<file path="config.mk">
export PLATFORM = sky130hd
export DESIGN_NAME = hidev_back
export DESIGN_NICKNAME = d
export VERILOG_FILES = /design/src/rtl/hidev_pkg.sv /design/src/rtl/hidev_back.sv
export SDC_FILE = /design/constraint.sdc
export NUM_CORES = 1
export LEC_CHECK = 0
export BUFFER_PORTS_ARGS = -buffer_cell sky130_fd_sc_hd__buf_2
export CAP_MARGIN = 15
export CORE_MARGIN = 2
export CORE_UTILIZATION = 46
export DETAILED_ROUTE_END_ITERATION = 8
export PLACE_DENSITY = 0.78
export SYNTH_ARGS = -nofsm -noshare
export SYNTH_HDL_FRONTEND = slang
export SYNTH_SLANG_ARGS = --single-unit
</file>
<file path="constraint.sdc">
create_clock -name clk -period 13 [get_ports clk]
set_clock_uncertainty 0.05 [all_clocks]
set_input_delay 2.6 -clock clk [delete_from_list [all_inputs] [get_ports clk]]
set_output_delay 2.6 -clock clk [all_outputs]
set_load 0.02 [all_outputs]
</file>
<file path="src/rtl/hidev_pkg.sv">
package hidev_pkg;

	localparam int NumButtons = 5;
	localparam logic [4:0] ButtonMask = 5'((1 << NumButtons) - 1);
	localparam int NumSlots = 9;
	localparam int SecBits = 34;
	localparam int UsecBits = 20;
	// one second is 512 * 1953125 ns
	localparam logic [20:0] SecDiv = 21'd1953125;
	// ceil(2^75 / 1953125), exact quotient for any 54-bit dividend
	localparam logic [54:0] SecRecip = 55'd19342813113834067;
	localparam logic [26:0] SecRecipHi = SecRecip[54:28];
	localparam logic [27:0] SecRecipLo = SecRecip[27:0];
	// ceil(2^34 / 125), exact quotient for any 27-bit dividend
	localparam logic [27:0] UsecRecip = 28'd137438954;
	localparam int FifoDepth = 4;

	typedef enum logic [1:0] {
		KindKbd = 2'd0,
		KindRel = 2'd1,
		KindAbs = 2'd2
	} kind_t;

	typedef enum logic [1:0] {
		EvSyn = 2'd0,
		EvKey = 2'd1,
		EvRel = 2'd2,
		EvAbs = 2'd3
	} ev_type_t;

	localparam logic [9:0] AxisX = 10'd0;
	localparam logic [9:0] AxisY = 10'd1;
	localparam logic [9:0] RelWheel = 10'd8;
	localparam logic [9:0] SynCode = 10'd0;

	localparam logic [9:0] ButtonCodes [5] = '{10'd272, 10'd274, 10'd273, 10'd275, 10'd276};

	localparam logic [7:0] LetterKeys [26] = '{
		8'd30, 8'd48, 8'd46, 8'd32, 8'd18, 8'd33, 8'd34, 8'd35, 8'd23, 8'd36, 8'd37, 8'd38,
		8'd50, 8'd49, 8'd24, 8'd25, 8'd16, 8'd19, 8'd31, 8'd20, 8'd22, 8'd47, 8'd17, 8'd45,
		8'd21, 8'd44};
	localparam logic [7:0] PunctKeys [18] = '{
		8'd28, 8'd1, 8'd14, 8'd15, 8'd57, 8'd12, 8'd13, 8'd26, 8'd27, 8'd43, 8'd86, 8'd39,
		8'd40, 8'd41, 8'd51, 8'd52, 8'd53, 8'd58};
	localparam logic [7:0] NavKeys [16] = '{
		8'd87, 8'd88, 8'd99, 8'd70, 8'd119, 8'd110, 8'd102, 8'd104, 8'd111, 8'd107, 8'd109,
		8'd106, 8'd105, 8'd108, 8'd103, 8'd69};
	localparam logic [7:0] ModKeys [8] = '{
		8'd29, 8'd42, 8'd56, 8'd125, 8'd97, 8'd54, 8'd100, 8'd126};

	typedef struct packed {
		logic [1:0] func;
		logic [7:0] scancode;
		logic key_released;
		logic signed [31:0] move_x;
		logic signed [31:0] move_y;
		logic signed [31:0] move_z;
		logic [14:0] pos_x;
		logic [14:0] pos_y;
		logic signed [31:0] tablet_wheel;
		logic [4:0] button_mask;
		logic [62:0] time_ns;
	} hidev_in_t;

	typedef struct packed {
		logic [33:0] stamp_sec;
		logic [19:0] stamp_usec;
		logic [1:0] event_type;
		logic [9:0] event_code;
		logic signed [31:0] event_value;
		logic last;
	} hidev_out_t;

	typedef struct packed {
		logic [NumSlots-1:0] mask;
		kind_t kind;
		logic [9:0] code0;
		logic [31:0] val0;
		logic [31:0] val1;
		logic [31:0] wheel;
		logic [4:0] btn;
	} hidev_rec_t;

	typedef struct packed {
		hidev_rec_t rec;
		logic [SecBits-1:0] sec;
		logic [UsecBits-1:0] usec;
	} hidev_job_t;

	function automatic logic [9:0] usage_to_key(input logic [7:0] u);
		logic [7:0] k;
		k = 8'd0;
		if (u >= 8'd4 && u <= 8'd29) begin
			k = LetterKeys[5'(u - 8'd4)];
		end else if (u >= 8'd30 && u <= 8'd38) begin
			k = u - 8'd28;
		end else if (u == 8'd39) begin
			k = 8'd11;
		end else if (u >= 8'd40 && u <= 8'd57) begin
			k = PunctKeys[5'(u - 8'd40)];
		end else if (u >= 8'd58 && u <= 8'd67) begin
			k = u + 8'd1;
		end else if (u >= 8'd68 && u <= 8'd83) begin
			k = NavKeys[4'(u - 8'd68)];
		end else if (u >= 8'd224 && u <= 8'd231) begin
			k = ModKeys[3'(u - 8'd224)];
		end
		return {2'b00, k};
	endfunction

endpackage

</file>
<file path="src/rtl/hidev_back.sv">
module hidev_back (
	input  logic                  clk,
	input  logic                  arst_n,
	input  logic                  job_empty,
	input  hidev_pkg::hidev_job_t job,
	output logic                  job_pop,
	output logic                  empty,
	input  logic                  pop,
	output hidev_pkg::hidev_out_t out_item
);

	hidev_pkg::hidev_job_t cur_q;
	logic [hidev_pkg::NumSlots:0] pend_q;
	logic                         out_vld_q;
	hidev_pkg::hidev_out_t        out_q;

	logic                         out_adv;
	logic                         busy;
	logic [hidev_pkg::NumSlots:0] sel;
	logic [hidev_pkg::NumSlots:0] pend_nxt;
	hidev_pkg::hidev_out_t        ev;

	always_comb begin
		out_adv  = !out_vld_q || pop;
		busy     = pend_q != '0;
		sel      = pend_q & (~pend_q + 1'b1);
		pend_nxt = (out_adv && busy) ? (pend_q & ~sel) : pend_q;
		job_pop  = (pend_nxt == '0) && !job_empty;

		ev.stamp_sec   = cur_q.sec;
		ev.stamp_usec  = cur_q.usec;
		ev.event_type  = hidev_pkg::EvSyn;
		ev.event_code  = hidev_pkg::SynCode;
		ev.event_value = '0;
		ev.last        = 1'b0;
		if (sel[0]) begin
			case (cur_q.rec.kind)
				hidev_pkg::KindKbd: ev.event_type = hidev_pkg::EvKey;
				hidev_pkg::KindRel: ev.event_type = hidev_pkg::EvRel;
				default: ev.event_type = hidev_pkg::EvAbs;
			endcase
			ev.event_code  = cur_q.rec.code0;
			ev.event_value = cur_q.rec.val0;
		end
		if (sel[1]) begin
			ev.event_type  = (cur_q.rec.kind == hidev_pkg::KindRel) ?
				hidev_pkg::EvRel : hidev_pkg::EvAbs;
			ev.event_code  = hidev_pkg::AxisY;
			ev.event_value = cur_q.rec.val1;
		end
		if (sel[2] || sel[8]) begin
			ev.event_type  = hidev_pkg::EvRel;
			ev.event_code  = hidev_pkg::RelWheel;
			ev.event_value = cur_q.rec.wheel;
		end
		for (int b = 0; b < hidev_pkg::NumButtons; b++) begin
			if (sel[3+b]) begin
				ev.event_type  = hidev_pkg::EvKey;
				ev.event_code  = hidev_pkg::ButtonCodes[b];
				ev.event_value = {31'd0, cur_q.rec.btn[b]};
			end
		end
		if (sel[hidev_pkg::NumSlots]) begin
			ev.last = 1'b1;
		end
	end

	always_ff @(posedge clk or negedge arst_n) begin
		if (!arst_n) begin
			pend_q    <= '0;
			out_vld_q <= 1'b0;
		end else begin
			pend_q <= job_pop ? {1'b1, job.rec.mask} : pend_nxt;
			if (out_adv) begin
				out_vld_q <= busy;
			end
		end
	end

	always_ff @(posedge clk) begin
		if (job_pop) begin
			cur_q <= job;
		end
		if (out_adv && busy) begin
			out_q <= ev;
		end
	end

	assign empty    = !out_vld_q;
	assign out_item = out_q;

endmodule

</file>
# == Yosys cells after proc, flatten, opt, wreduce, memory -nomap -nowiden ==
# Cells that the tools add are included.
# classes
n_addsub,1
n_eq_ne,1
n_mux,13
bitwise,5
n_reduce_logical,11
# ops
operator,count
2-to-1 mux 35 bit,4
2-to-1 mux 44 bit,3
bitwise AND 10 bit,2
2-to-1 mux 10 bit,2
inverter 10 bit,2
adder 10 x 1 -> 10 bit (second input constant),1
logical NOT 10 bit,1
nonzero test 10 bit,1
OR reduction 8 bit,1
OR reduction 5 bit,1
case mux 2 bit (2 select lines),1
2-to-1 mux 1 bit,3
equality test 2 x 1 -> 1 bit (second input constant),1
logical AND 1 bit,2
logical NOT 1 bit,2
logical NOT 2 bit,1
logical OR 1 bit,2
inverter 1 bit,1
# word_totals
reg_bits,277
in_bits,180
output_inout_bits,101
word_cells,50

# == Depth between registers and ports, before layout ==
# Gate-level depths: netlist of the first run.
# logic_depth
word_depth,11
ltp_mapped,7

# == Worst setup path before layout of the first run ==
# Ideal clock, no wire load.
# synth_timing
path_type,input port to output port
startpoint,input port pop
endpoint,output port job_pop
t_arrival_ns,10.833
slack_ns,-0.483
stages,6
path_buffers,1
cell_sequence,nand2b_1 clkbuf_1 nand4_1 maj3_2 a21o_1 nor2_1
# synth_between
elab_chain_cells,5
# synth_rtl
element,line_no,source
"start, declared",hidev_back.sv:8,"input logic pop,"
logical OR 1 bit,hidev_back.sv:24,out_adv = !out_vld_q || pop;
logical AND 1 bit,hidev_back.sv:27,pend_nxt = (out_adv && busy) ? (pend_q & ~sel) : pend_q;
2-to-1 mux 10 bit,hidev_back.sv:27,
logical NOT 10 bit,hidev_back.sv:28,job_pop = (pend_nxt == '0) && !job_empty;
logical AND 1 bit,hidev_back.sv:28,
"end, declared",hidev_back.sv:6,"output logic job_pop,"
# No other way between the ends.

# == Final worst setup path of the first run ==
# Ends and elaborated chain as after synthesis.

==> metrics.yaml, run 1 <==
run_status: "complete, no violations"
grt_overflow: 0
crit_buf_inv: 2
dr.pass1.iters: 5
drive_gt1_share_pct: 44.0
multi_input_area_um2: 912
final_common_cell: "buf_2"
core-area_mm2: 0.0201
dpl-instance-area_mm2: 0.0111
drc: 0
cts.sinks: 277
synth-main-ff-cell: "edfxtp_1"
crit_slowest_cell: "maj3_2"
synth_edf_count: 266
max_stage_delay_ns: 0.41
busiest_layer: "met2"
htree_levels: 1
avgSynthCellArea_um2: 20.6
clock_latency_ns: 0.53
cts.path.max_buffers: 3
rows: 52
p_per_area_mw_per_mm2: 251
crit_required_ns: 10.35
critPathLaunchType: "primary input"
timing.final.max_slew_violations: 0
rsz0062_at_grt: "false"
regArea_mm2: 0.00826
grt_use_total_pct: 16.6
hold-path-cell-count: 0
critPathCaptureType: "output pin"
syn_area_mm2: 0.00937
p_int_uw: 2030
place_hpwl_um: 12000
synth_cell_type_count: 41
ff2ff_setup_slack_ns: 9.26
async_flop_share_pct: 3.97
start_util_pct: 46.6
power_leakage_uw: 0.00476
nets: 928
die_h_um: 147
whs_ns: 0.367
power.share.sequential_pct: 50.8
cts_tree: "done"
critPathTopFamily: "simple AND/OR/NAND/NOR gates"
combPwrFrac_pct: 25.7
cts_root_buf: "clkbuf_16"
p_clk_share_pct: 23.6
yosysSeqAreaShare_pct: 88.2
p_sw_share_pct: 32.1
wl_per_cell_um: 17.5
via_per_inst: 4.95
cts_buffers: 27
use_met2_pct: 27.1
die-area_mm2: 0.0215
first_iter_violations: 344
peakVddDrop_mv: 0.293
final_cell_mix: "buf_2, edfxtp_1, inv_1"
finish.instance_area_mm2: 0.0119
grt_max_degree: 168
grtUsageMet3_pct: 4.94
gr-usage-met1_pct: 21.4
worst-path-stages: 7
min_period_over_period_pct: 53.3
ys_warn_count: 0
setup_tns_ns: 0
final-hold-violation-count: 0
slew_headroom_pct: 27.8
antenna_found_initial: 3
min_period_ns: 6.93
yosys_register_bits: 277
fill_cells: 1479
arrival_ns: 4.28
numPortBuffers: 280
wirelength_um: 18200
cts_setup_buffers: 0
num_vias: 5138
cts_resized: 0
timing.hold.worst.class: "reg2reg"
crit_path_frequent_cell: "buf_2"
worstMarginPinSlew_ns: 1.08
cts_hold_buffers: 0
layout_setup_ws_ns: 6.07
cap_violations: 0
pre_cts_slack_ns: 6.07
cp_max_fo: 8
synth_nets: 634
crit_chain: "buf_2 -> nand2b_1 -> nand4_1 -> maj3_2 -> a21o_1 -> nor2_4 -> buf_2"
detail-route-antenna-nets: 0
crit_type: "in2out"
cts.clk_slew.worst_paths_ns: 0.06
reg2reg_depth: 6
globalplace.congestion: 0.867
ios: 281
grt_pass1_wl_um: 27400
fmax_ghz: 0.144
netlist_instances: 454
p_sw_uw: 959
syn_to_final_growth_pct: 26.9
die_w_um: 147
setup_viol: 0
grt_pass1_vias: 5029
[state kept, by name, indices dropped and copies added (netlist names)]
| register | flops |
|---|---|
| out_vld_q | 1 |
| pend_q | 10 |
| cur_q | 167 |
| out_item | 99 |
[worst register-to-register path, delay by kind of cell, from the launching register on]
family / cells / cell delay [ns]
simple gates: 3 / 1.10
flops: 1 / 0.79
buf+inv: 1 / 0.66
fa+ha+maj: 1 / 0.41
compound gates: 1 / 0.23
[power groups by stage]
stage	Sequential [uW]	Clock [uW]	Combinational, uW
finish	1520	704	768
floorplan	1690	0	357
CTS	1520	721	780
global route	1550	756	839
global placement	1520	0	765
detailed placement	1540	0	779
[cell families (layout without fill, tap and decap cells)]
kind of cell | count (synthesis) | after routing | share of synthesized area [%]
adder cells (fa/ha/maj) | 1 | 1 | 0.120
AND/OR/NAND/NOR | 52 | 52 | 2.96
other | 0 | 1 | 0
AO/OA/AOI/OAI | 69 | 69 | 6.23
flip-flops | 277 | 277 | 88.2
multiplexers | 1 | 1 | 0.107
buffers and inverters | 54 | 368 | 2.42
[final cells by class]
| class | instances | share of cell area (%) |
|---|---|---|
| clock buffer | 30 | 5.77 |
| tap | 270 | 2.84 |
| sequential | 277 | 69.5 |
| clock inverter | 19 | 1.03 |
| timing repair buffer | 283 | 12.1 |
| antenna | 1 | 0.0210 |
| multi-input combinational | 123 | 7.67 |
| inverter | 36 | 1.14 |
[synth_stat cells (all sizes together) (2+ instances only)]
| master | number | area, um^2 |
|---|---|---|
| nor2 | 7 | 26.3 |
| clkbuf | 11 | 41.3 |
| inv | 36 | 135 |
| and2 | 5 | 31.3 |
| nand2 | 19 | 71.3 |
| or3 | 2 | 12.5 |
| dfrtp | 11 | 275 |
| nand4 | 2 | 12.5 |
| nand2b | 2 | 12.5 |
| a31oi | 3 | 18.8 |
| a21o | 3 | 22.5 |
| o21ai | 11 | 55.1 |
| a222oi | 31 | 310 |
| nor4 | 2 | 27.5 |
| edfxtp | 266 | 7990 |
| buf | 7 | 50.1 |
| a21oi | 7 | 46.3 |
| nand3 | 3 | 15.0 |
| a32o | 5 | 51.3 |
| nor2b | 3 | 18.8 |
| o31ai | 3 | 27.5 |
| nor3 | 4 | 30.0 |
[final timing paths]
path / from / to
max: pop / job_pop
min: cur_q[0]$_DFFE_PP_ / out_item[45]$_DFFE_PN_
max reg2reg: pend_q[0]$_DFF_PN0_ / cur_q[30]$_DFFE_PP_
min reg2reg: cur_q[0]$_DFFE_PP_ / out_item[45]$_DFFE_PN_
max in group asynchronous: arst_n / pend_q[0]$_DFF_PN0_
min in group asynchronous: arst_n / pend_q[8]$_DFF_PN0_
[per-layer routing]
layer	wire, um	vias to the layer above
li1	-	2404
met1	6910	2411
met2	8880	277
met3	1840	42
met4	572	4
met5	23	-
[through the flow]
stage	std cells	utilization [%]	total power, uW
after floorplan	454	-	2050
after global placement	989	55.1	2290
after detailed placement	989	55.1	2310
after CTS	1038	59.2	3020
after global routing	1038	59.2	3140
final	1039	59.2	2990
Note: power is estimated with default switching activity, not from simulation.
==> inputs of run 2 (changes only) <==
--- a/config.mk
+++ b/config.mk
@@ -5,12 +5,13 @@
 export SDC_FILE = /design/constraint.sdc
 export NUM_CORES = 1
 export LEC_CHECK = 0
+export ABC_AREA = 1
 export BUFFER_PORTS_ARGS = -buffer_cell sky130_fd_sc_hd__buf_2
 export CAP_MARGIN = 15
 export CORE_MARGIN = 2
-export CORE_UTILIZATION = 46
+export CORE_UTILIZATION = 50
 export DETAILED_ROUTE_END_ITERATION = 8
-export PLACE_DENSITY = 0.78
+export PLACE_DENSITY = 0.81
 export SYNTH_ARGS = -nofsm -noshare
 export SYNTH_HDL_FRONTEND = slang
 export SYNTH_SLANG_ARGS = --single-unit
==> constraint.sdc (replaced) <==
create_clock -name clk -period 6.59 [get_ports clk]
set_clock_uncertainty 0.05 [all_clocks]
set_input_delay 1.318 -clock clk [delete_from_list [all_inputs] [get_ports clk]]
set_output_delay 1.318 -clock clk [all_outputs]
set_load 0.02 [all_outputs]
==> run 2 against run 1 <==
Via count rose by 2.2%. Clock-buffer cell count grew 1. Total power rose by 100%. Register-to-register slack worse by 6.0 ns. Critical path depth is 4 higher. Critical path type is now reg2out. Largest power group unchanged.
==> metrics.yaml, run 2 <==
grt_pass1_wl_um: 27000
arrival_ns: 2.85
cts.clk_slew.worst_paths_ns: 0.06
synth_nets: 687
cp_max_fo: 46
dr.pass1.iters: 5
synth.most_common_cell: "edfxtp_1"
final_common_cell: "buf_2"
ff2ff_setup_slack_ns: 3.22
min_period_over_period_pct: 64.0
setup_viol: 0
timing.final.max_slew_violations: 0
final-hold-violation-count: 0
startpoint: "pend_q[0]$_DFF_PN0_"
peakVddDrop_mv: 0.338
htree_levels: 1
synth.largest_area_cell: "edfxtp_1"
fmax_ghz: 0.237
detail-route-antenna-nets: 0
cts_tree: "done"
grt_pass1_vias: 5123
crit_slowest_cell: "dfrtp_2"
cts_buffers: 28
synth.top_cell.area_share_pct: 84.5
setup_tns_ns: 0
largest_reg_flops: 167
clock_latency_ns: 0.53
grt_overflow: 0
die_h_um: 142
nets: 987
die_w_um: 142
netlist_top_cells_count: "edfxtp_1, nand2_1, a22oi_1, inv_1, nand3_1"
p_per_area_mw_per_mm2: 499
netlist_instances: 507
core-area_mm2: 0.0186
avgSynthCellArea_um2: 18.7
ys_warn_count: 0
final_cell_mix: "buf_2, edfxtp_1, nand2_1"
drc: 0
antenna_found_initial: 2
power_leakage_uw: 0.00492
rsz0062_at_grt: "false"
num_vias: 5253
timing.hold.worst.class: "reg2reg"
run_status: "complete, no violations"
cts_hold_buffers: 0
crit_buf_inv: 1
synth-main-ff-cell: "edfxtp_1"
via_per_inst: 4.94
grt_max_degree: 168
cts_setup_buffers: 0
yosys-top-cells-area: "edfxtp_1, nand2_1, dfrtp_1"
first_iter_violations: 271
start_util_pct: 50.7
die-area_mm2: 0.0200
cap_violations: 0
whs_ns: 0.365
grt_use_total_pct: 17.8
synth_edf_count: 266
cts.sinks: 277
synth_cell_type_count: 28
wirelength_um: 18300
ios: 281
critPathCaptureType: "output pin"
async_flop_share_pct: 3.97
cts_root_buf: "clkbuf_16"
crit_type: "reg2out"
top_register: "cur_q"
critPathTopFamily: "simple AND/OR/NAND/NOR gates"
min_period_ns: 4.22
place_hpwl_um: 12300
rows: 50
crit_chain: "nor2_8 -> nand2_4 -> nor2_8 -> nand2_4 -> nand2_2 -> nor2_2 -> nor2_2 -> nor2_4 -> nand2_2 -> nor2_4 -> buf_2"
r2r_start: "pend_q[0]$_DFF_PN0_"
syn_to_final_growth_pct: 27.4
yosys_register_bits: 277
cts_resized: 0
min_from: "cur_q[48]$_DFFE_PP_"
wl_per_cell_um: 17.2
worstMarginPinSlew_ns: 1.12
critPathLaunchType: "register"
fill_cells: 1312
cts.path.max_buffers: 3
slew_headroom_pct: 25.1
crit_required_ns: 5.22
max_stage_delay_ns: 1.04
yosysSeqAreaShare_pct: 87.4
drive_gt1_share_pct: 42.1
syn_area_mm2: 0.00946
numPortBuffers: 280
globalplace.congestion: 0.839
## run 2: cell types whose count changed in the layout (fill, tap and decap cells not counted), moves of 4 or more
cell and change:
o21ai_0 -4, nand3_1 +9, a32o_1 -4, a21oi_1 -6, nand4_1 +8, nand2_2 +4, a22oi_1 +29, and2_1 -5
a222oi_1 -31, inv_1 -21, clkinv_2 -6, nand2_1 +89
## run 2: final timing paths
| path | endpoint | cells after the start |
|---|---|---|
| min | out_item[93]$_DFFE_PN_ | 0 |
| max reg2reg | cur_q[53]$_DFFE_PP_ | 11 |
| min reg2reg | out_item[93]$_DFFE_PN_ | 0 |
| min in group asynchronous | pend_q[8]$_DFF_PN0_ | 1 |
| max | job_pop | 11 |
| max in group asynchronous | pend_q[0]$_DFF_PN0_ | 1 |
## run 2: per-layer routing
metal  global-route usage, %  vias to the layer above  part of all wire, %
met5                       0                        -                    0
met4                    6.16                        0                  2.7
met3                    4.76                       34                  8.7
met2                    30.5                      230                   50
met1                    22.0                     2485                   38
li1                        -                     2504                    -
## run 2: logic make-up after synthesis
family / share of synthesized area [%]
buf+inv: 1.36
simple gates: 8.23
compound gates: 3.04
flops: 87.4
## run 2: power breakdown
group          switching (uW)  internal [uW]
clock network             614            894
logic                    1080            393
registers                 199           2830
total                    1900           4110
## run 2: final cells by class
type	instances	area [um^2]	area share, %
Clock inverter	20	185	1.54
Timing Repair Buffer	282	1430	11.9
Multi-Input combinational cell	199	1090	9.03
Sequential cell	277	8260	68.6
Inverter	19	73.8	0.613
Clock buffer	31	712	5.91
Tap cell	234	293	2.43
Antenna cell	2	5.00	0.0415
## run 2: metrics by stage
step                      power [uW]  utilization [%]  cells  area (um^2)  setup WS [ns]
final                           6010             64.6   1064        12100           2.37
after global routing            6300             64.6   1063        12000           2.19
after floorplan                 4010                -    507         9470          0.587
after CTS                       6070             64.6   1062        12000           2.31
after global placement          4500             59.8   1011        11100           2.59
after detailed placement        4550             59.8   1011        11100           2.58
## run 2: worst reg2reg max path: stages, from the launching register on
cell	delay, ns
dfrtp_2	1.04
nor2_8	0.05
nand2_4	0.13
nor2_8	0.06
nand2_4	0.10
nand2_2	0.10
nor2_2	0.12
nor2_2	0.06
nor2_4	0.23
nand2_2	0.12
nor2_4	0.13
buf_12	0.52
==> inputs of run 3 (changes only) <==
--- a/config.mk
+++ b/config.mk
@@ -9,9 +9,9 @@
 export BUFFER_PORTS_ARGS = -buffer_cell sky130_fd_sc_hd__buf_2
 export CAP_MARGIN = 15
 export CORE_MARGIN = 2
-export CORE_UTILIZATION = 50
+export CORE_UTILIZATION = 46
 export DETAILED_ROUTE_END_ITERATION = 8
-export PLACE_DENSITY = 0.81
+export PLACE_DENSITY = 0.78
 export SYNTH_ARGS = -nofsm -noshare
 export SYNTH_HDL_FRONTEND = slang
 export SYNTH_SLANG_ARGS = --single-unit
==> constraint.sdc (replaced) <==
create_clock -name clk -period 3.4 [get_ports clk]
set_clock_uncertainty 0.05 [all_clocks]
set_input_delay 0.68 -clock clk [delete_from_list [all_inputs] [get_ports clk]]
set_output_delay 0.68 -clock clk [all_outputs]
set_load 0.02 [all_outputs]
==> run 3 against run 2 <==
Sequential power up 93%. Register-to-register slack worse by 2.5 ns. Cell area up 0.40%. Die area up 8.4%. Combinational power up 100%. Routed wire length up 2.2%. Highest routed layer unchanged.
==> metrics.yaml, run 3 (synthesized netlist as in run 2, its figures left out) <==
p_per_area_mw_per_mm2: 951
diodes: 0
grt_pass1_wl_um: 27800
wirelength_um: 18700
core-area_mm2: 0.0202
rsz0062_at_grt: "false"
min_period_over_period_pct: 94.7
crit_type: "reg2out"
wl_per_cell_um: 17.0
cts.path.max_buffers: 3
cts.clk_slew.worst_paths_ns: 0.06
instances_no_fill: 1103
largest_reg_flops: 167
place_hpwl_um: 12800
timing.hold.worst.class: "in2reg"
grt_overflow: 0
die-area_mm2: 0.0217
drive_gt1_share_pct: 42.5
setup_tns_ns: 0
cts.sinks: 277
critPathCaptureType: "output pin"
arrival_ns: 2.49
whs_ns: 0.277
cts_buffers: 27
crit_path_end: "job_pop"
place_inst: 1051
via_per_inst: 4.83
cap_violations: 0
ios: 281
top_register: "cur_q"
slew_headroom_pct: 26.6
first_iter_violations: 319
final_cell_mix: "buf_2, edfxtp_1, nand2_1"
reg2reg_depth: 10
grt_use_total_pct: 16.8
grt_max_degree: 107
htree_levels: 1
r2r_start: "pend_q[0]$_DFF_PN0_"
cts_root_buf: "clkbuf_16"
start_util_pct: 46.7
num_vias: 5322
dr.pass1.iters: 5
timing.final.max_slew_violations: 0
startpoint: "pend_q[0]$_DFF_PN0_"
drc: 0
final_common_cell: "buf_2"
fmax_ghz: 0.311
worstReg2RegEnd: "cur_q[70]$_DFFE_PP_"
final-hold-violation-count: 0
antenna_found_initial: 0
cp_max_fo: 12
globalplace.congestion: 0.892
worstMarginPinSlew_ns: 1.10
peakVddDrop_mv: 0.458
clock_latency_ns: 0.52
power_leakage_uw: 0.00492
setup_viol: 0
rows: 52
run_status: "complete, no violations"
detail-route-antenna-nets: 0
nets: 992
min_period_ns: 3.22
die_h_um: 147
crit_required_ns: 2.67
cts_tree: "done"
syn_to_final_growth_pct: 27.9
ff2ff_setup_slack_ns: 0.68
die_w_um: 147
critPathLaunchType: "register"
numPortBuffers: 280
grt_pass1_vias: 5212
## run 3: changes by cell type in the layout (fill, tap and decap cells not counted), sizes merged
cell,delta
dlygate4sd3,+1
clkinv,-1
bufinv,-2
diode,-2
clkinvlp,+1
inv,+1
buf,+5
## run 3: worst max-delay path, cell delays in order, from the launching register on
cell and delay (ns):
dfrtp_4 0.58, nor2_8 0.15, nand2_4 0.09, nor2_8 0.17, nand3b_1 0.11, nand2_2 0.12, nand3_4 0.10, nor2_8 0.17
nand2_4 0.08, nor2_4 0.20, buf_2 0.20
## run 3: stage by stage
| step | instance area, um^2 | util [%] | worst slack, ns | power (uW) |
|---|---|---|---|---|
| 4_1_cts | 12100 | 59.7 | 0.0949 | 11600 |
| 3_5_place_dp | 11300 | 55.7 | 0.599 | 8900 |
| 2_1_floorplan | 9490 | - | -1.26 | 7790 |
| 3_3_place_gp | 11300 | 55.7 | 0.657 | 8800 |
| 6_report | 12100 | 59.8 | 0.181 | 11500 |
| 5_1_grt | 12100 | 59.8 | 0.0274 | 12100 |
## run 3: layout make-up
class	instances	area, um^2
Clock buffer	31	691
Clock inverter	19	124
Fill cell	1487	8140
Inverter	19	73.8
Multi-Input combinational cell	199	1100
Sequential cell	277	8270
Tap cell	270	338
Timing Repair Buffer	288	1500
## run 3: repair_timing
item	in CTS	in global routing
buffers inserted	0	1
gates resized for setup	0	1
hold endpoints to repair	11	0
endpoints found under the setup margin	0	1
hold buffers	1	0
## run 3: how the worst min path moves through the flow
stage,slack (ns),start,end,cells past startpoint
after CTS,0.25,job[163],cur_q[163]$_DFFE_PP_,1
after detailed placement,0.35,cur_q[2]$_DFFE_PP_,out_item[47]$_DFFE_PN_,0
after global routing,0.25,job[66],cur_q[66]$_DFFE_PP_,1
after floorplan,0.33,arst_n,out_vld_q$_DFFE_PN0P_,0
after global placement,0.35,cur_q[38]$_DFFE_PP_,out_item[83]$_DFFE_PN_,0
final,0.28,job[163],cur_q[163]$_DFFE_PP_,1
## run 3: per-layer routing
| metal | GRT usage (%) | part of all wire [%] |
|---|---|---|
| met1 | 21.4 | 39 |
| met2 | 28.5 | 50 |
| met3 | 3.89 | 7.7 |
| met4 | 5.96 | 3.5 |
| met5 | 0 | 0 |
## run 3: report_power, final
part | switching, uW | total (uW) | internal (uW)
clock | 1170 | 2700 | 1530
combinational | 2170 | 2990 | 819
sequential | 359 | 5820 | 5460
total | 3700 | 11500 | 7810
